`src/hdl/drf_pkg.sv`:
```
// ----------------------------------------------------------------------------
// drf_pkg: shared types and codes for the diamond region fill block
// Holds the operation and register codes, the sequencer states and the
// row span record passed from the span unit to the sequencer.
// ----------------------------------------------------------------------------
`default_nettype none

package drf_pkg;

   // transaction operation codes
   localparam logic OP_PAINT = 1'b0;
   localparam logic OP_READ  = 1'b1;

   // configuration register indexes
   localparam logic [1:0] CSR_MAP_WIDTH  = 2'd0;
   localparam logic [1:0] CSR_MAP_HEIGHT = 2'd1;

   // reset values of the map bounds
   localparam logic [5:0] MAP_WIDTH_RST  = 6'd32;
   localparam logic [5:0] MAP_HEIGHT_RST = 6'd32;

   // sequencer states
   typedef enum logic [2:0] {
      ST_CLEAR,
      ST_IDLE,
      ST_ROW,
      ST_SPAN,
      ST_READ
   } state_type;

   // clipped column span of one row, hi is exclusive
   typedef struct packed {
      logic       empty;
      logic [8:0] lo;
      logic [8:0] hi;
   } span_type;

endpackage

`default_nettype wire

```
`src/hdl/drf_span.sv`:
```
// ----------------------------------------------------------------------------
// drf_span: row span unit
// For one row of a diamond, works out the half-width from the row distance
// and clips the column span to column zero and to the column limit.
// ----------------------------------------------------------------------------
`default_nettype none

module drf_span
   import drf_pkg::*;
(
   input  wire logic [7:0] row,
   input  wire logic [7:0] pos_x,
   input  wire logic [7:0] pos_y,
   input  wire logic [7:0] radius,
   input  wire logic [8:0] col_lim,
   output      span_type   span
);

   logic signed [9:0] row_diff;
   logic        [7:0] row_dist;
   logic        [7:0] half;
   logic signed [9:0] lo_raw;
   logic        [9:0] hi_raw;
   logic        [8:0] lo;
   logic        [8:0] hi;

   // distance of the row from the centre row
   always_comb begin
      row_diff = $signed({2'b00, row}) - $signed({2'b00, pos_y});
      row_dist = row_diff[9] ? 8'(-row_diff) : row_diff[7:0];
      half     = radius - row_dist;
   end

   // span ends, clipped on both sides
   always_comb begin
      lo_raw = $signed({2'b00, pos_x}) - $signed({2'b00, half});
      hi_raw = {2'b00, pos_x} + {2'b00, half} + 10'd1;
      lo     = lo_raw[9] ? 9'd0 : lo_raw[8:0];
      hi     = (hi_raw > {1'b0, col_lim}) ? col_lim : hi_raw[8:0];
   end

   assign span.lo    = lo;
   assign span.hi    = hi;
   assign span.empty = (lo >= hi);

endmodule

`default_nettype wire

```
`config.mk`:
```
export PLATFORM = sky130hd
export DESIGN_NAME = drf_span
export DESIGN_NICKNAME = d
export VERILOG_FILES = /design/src/hdl/drf_pkg.sv /design/src/hdl/drf_span.sv
export SDC_FILE = /design/constraint.sdc
export NUM_CORES = 1
export LEC_CHECK = 0
export BUFFER_PORTS_ARGS = -buffer_cell sky130_fd_sc_hd__buf_2
export CORE_MARGIN = 2
export CORE_UTILIZATION = 39
export DETAILED_ROUTE_END_ITERATION = 10
export GPL_TIMING_DRIVEN = 0
export MAX_ROUTING_LAYER = met4
export PLACE_DENSITY_LB_ADDON = 0.25
export RECOVER_POWER = 100
export SKIP_LAST_GASP = 1
export SLEW_MARGIN = 20
export SYNTH_ARGS = -nofsm -noshare
export SYNTH_HDL_FRONTEND = slang
export SYNTH_SLANG_ARGS = --single-unit
```
`constraint.sdc`:
```
create_clock -name vclk -period 17.5
set_input_delay 1.75 -clock vclk [all_inputs]
set_output_delay 1.75 -clock vclk [all_outputs]
set_load 0.02 [all_outputs]
```
==> results.md <==
- Sequential cells: 0
- Largest net degree at the start of global routing: 11
- Highest-delay cell along the critical path: fa_1
- Vias: 1886
- Post-route ant nets: 0
- Worst-margin pin slew: 0.564 ns
- N_diodes: 0
- Post-synth top area share: 31.0%
- Worst Path Required: 15.75 ns
- CP arrival: 8.75 ns
- Gpl congestion: 0.835
- Top-count cell post-synth: ha_1
- Synth area leaders: ha_1, xnor2_1, inv_1, mux2i_1, nor2_1
- Hold WS: 3.90 ns
- I/O pin total: 60
- Mapped cell area: 2060 µm²
- Sequential cell area: 0 µm²
- Distinct cell type count of the synthesized netlist: 45
- Fmax achieved: 95.3 MHz
- Die Y: 76.7 µm
- Status: complete, no violations
- CP peak stage delay: 0.40 ns
- Post_cts resized: 0
- CLK BUF: 0
- Pre-Repair DR Iteration Count: 4
- YS warnings: 0
- Gr usage total: 13.8%
- Worst slew margin: 61.9%
- Global-route wire length before repair: 7.05 mm
- Avg WL per Cell: 9.93 µm
- Initial core utilization: 40.3%
- Post-synthesis sequential area ratio: 0%
- Post-synth top cells: ha_1, inv_1, nor2_1
- Syn Inst Count: 269
- DR iter-0 viols: 49
- Fin. Hold Viols: 0
- CP Max Fanout: 10
- Share of cells above drive strength 1: 17.7%
- Vias in the first global route: 1772
- Synth Net Count: 365
- Worst min-delay path class: in -> out
- Synth area leader: ha_1
- Setup Buffers After CTS: 0
- Cells after DPL: 398
- WL final: 3.95 mm
- Setup TNS: 0 ns
- Avg Inst Size Synth: 7.66 µm²
- Residual DRC count: 0
- Hold Startpoint: col_lim[8]
- Final core occ: 47.4%
- Minimum clock period: 10.50 ns
- MaxCap Viol Count: 0
- FP Rows: 26
- Cell mode on critical path: ha_1
- Hold endpoint: span[8]
- Worst hold stages: 3
- RSZ-0062 raised after global routing: no
- Layout Cells excl Fill: 398
- Crit path capture type: output pin
- Final-report max-slew violation count: 0
- Setup violators final: 0
- I/O Buffers: 59
- Nets: 426
- Avg Vias per Cell: 4.74
- Initial antenna violation count: 0
- Die width: 76.7 µm
- WS Path Type: in -> out
- Area Overhead vs Synth: 17.5%
- CORE AREA: 5110 µm²
- Post-DP HPWL: 3.62 mm
- Total grt overflow: 0
- Die area: 5880 µm²
- # hold bufs at CTS: 0
- Final cycle utilization of the critical path: 60.0%
- CP startpoint kind: input port
[through the flow]
stage | worst slack, ns | cell area [µm²]
2_1_floorplan | 7.70 | 2060
3_3_place_gp | 7.24 | 2440
3_5_place_dp | 7.21 | 2440
4_1_cts | 7.19 | 2440
5_1_grt | 6.32 | 2420
6_report | 7.00 | 2420
[critical path, delay by kind of cell]
kind	cells	cell delay, ns
buffers and inverters	7	1.18
AO/OA/AOI/OAI	16	2.20
XOR/XNOR	3	0.62
AND/OR/NAND/NOR	9	1.04
adder cells (fa/ha/maj)	6	1.78
multiplexers	1	0.19
[placed cells by master (no fill, tap or decap), types with 2 or more instances in the layout]
cell type / synthesis / routed
nor2b_1: 8 / 8
buf_2: 1 / 43
a21o_1: 10 / 10
nor2_1: 24 / 24
nand2_1: 9 / 9
mux2_2: 6 / 6
o21a_1: 2 / 2
or3_1: 2 / 2
xnor2_1: 20 / 20
nand2b_1: 8 / 8
o31a_1: 3 / 3
ha_1: 51 / 51
o21bai_1: 4 / 4
mux2i_1: 9 / 9
inv_1: 39 / 39
xor2_1: 9 / 9
nor3_1: 5 / 5
fa_1: 4 / 4
o21ai_0: 10 / 11
nand3_1: 3 / 3
clkbuf_1: 1 / 18
a21oi_1: 17 / 17
[worst max-delay path by stage]
stage,start,to,slack (ns),depth (start not counted)
4_1_cts,row[0],span[18],7.19,42
3_3_place_gp,row[0],span[18],7.24,42
6_report,row[0],span[18],7.00,42
2_1_floorplan,row[0],span[18],7.70,40
3_5_place_dp,row[0],span[18],7.21,42
5_1_grt,row[0],span[18],6.32,42
[per-layer routing]
layer | up-vias | wire length (µm) | global-route usage (%)
met5 | - | 0 | -
met3 | 0 | 146 | 0.471
li1 | 1032 | - | -
met1 | 808 | 1930 | 17.4
met2 | 46 | 1870 | 25.8
met4 | 0 | 0 | 0.364
[cells by family (layout without fill, tap and decap cells)]
| logic type | Yosys count | count (layout) | share of synthesized area (%) |
|---|---|---|---|
| buffers and inverters | 44 | 103 | 9.17 |
| AOI/OAI and AO/OA | 61 | 61 | 20.5 |
| and+or+nand+nor | 63 | 63 | 14.6 |
| muxes | 16 | 16 | 8.38 |
| other | 1 | 1 | 0.182 |
| adders and majority gates | 55 | 55 | 34.9 |
| xor gates and xnor gates | 29 | 29 | 12.3 |
[area by class of cell]
type / count / area [µm²]
inverters: 39 / 146
repair buffers: 59 / 275
fillers: 558 / 2690
plain buffers: 5 / 41.3
multi-input cells: 225 / 1870
well taps: 70 / 87.6
Power is not shown: default switching activity piles up to over one toggle a cycle in this logic, so the estimate is an artifact.
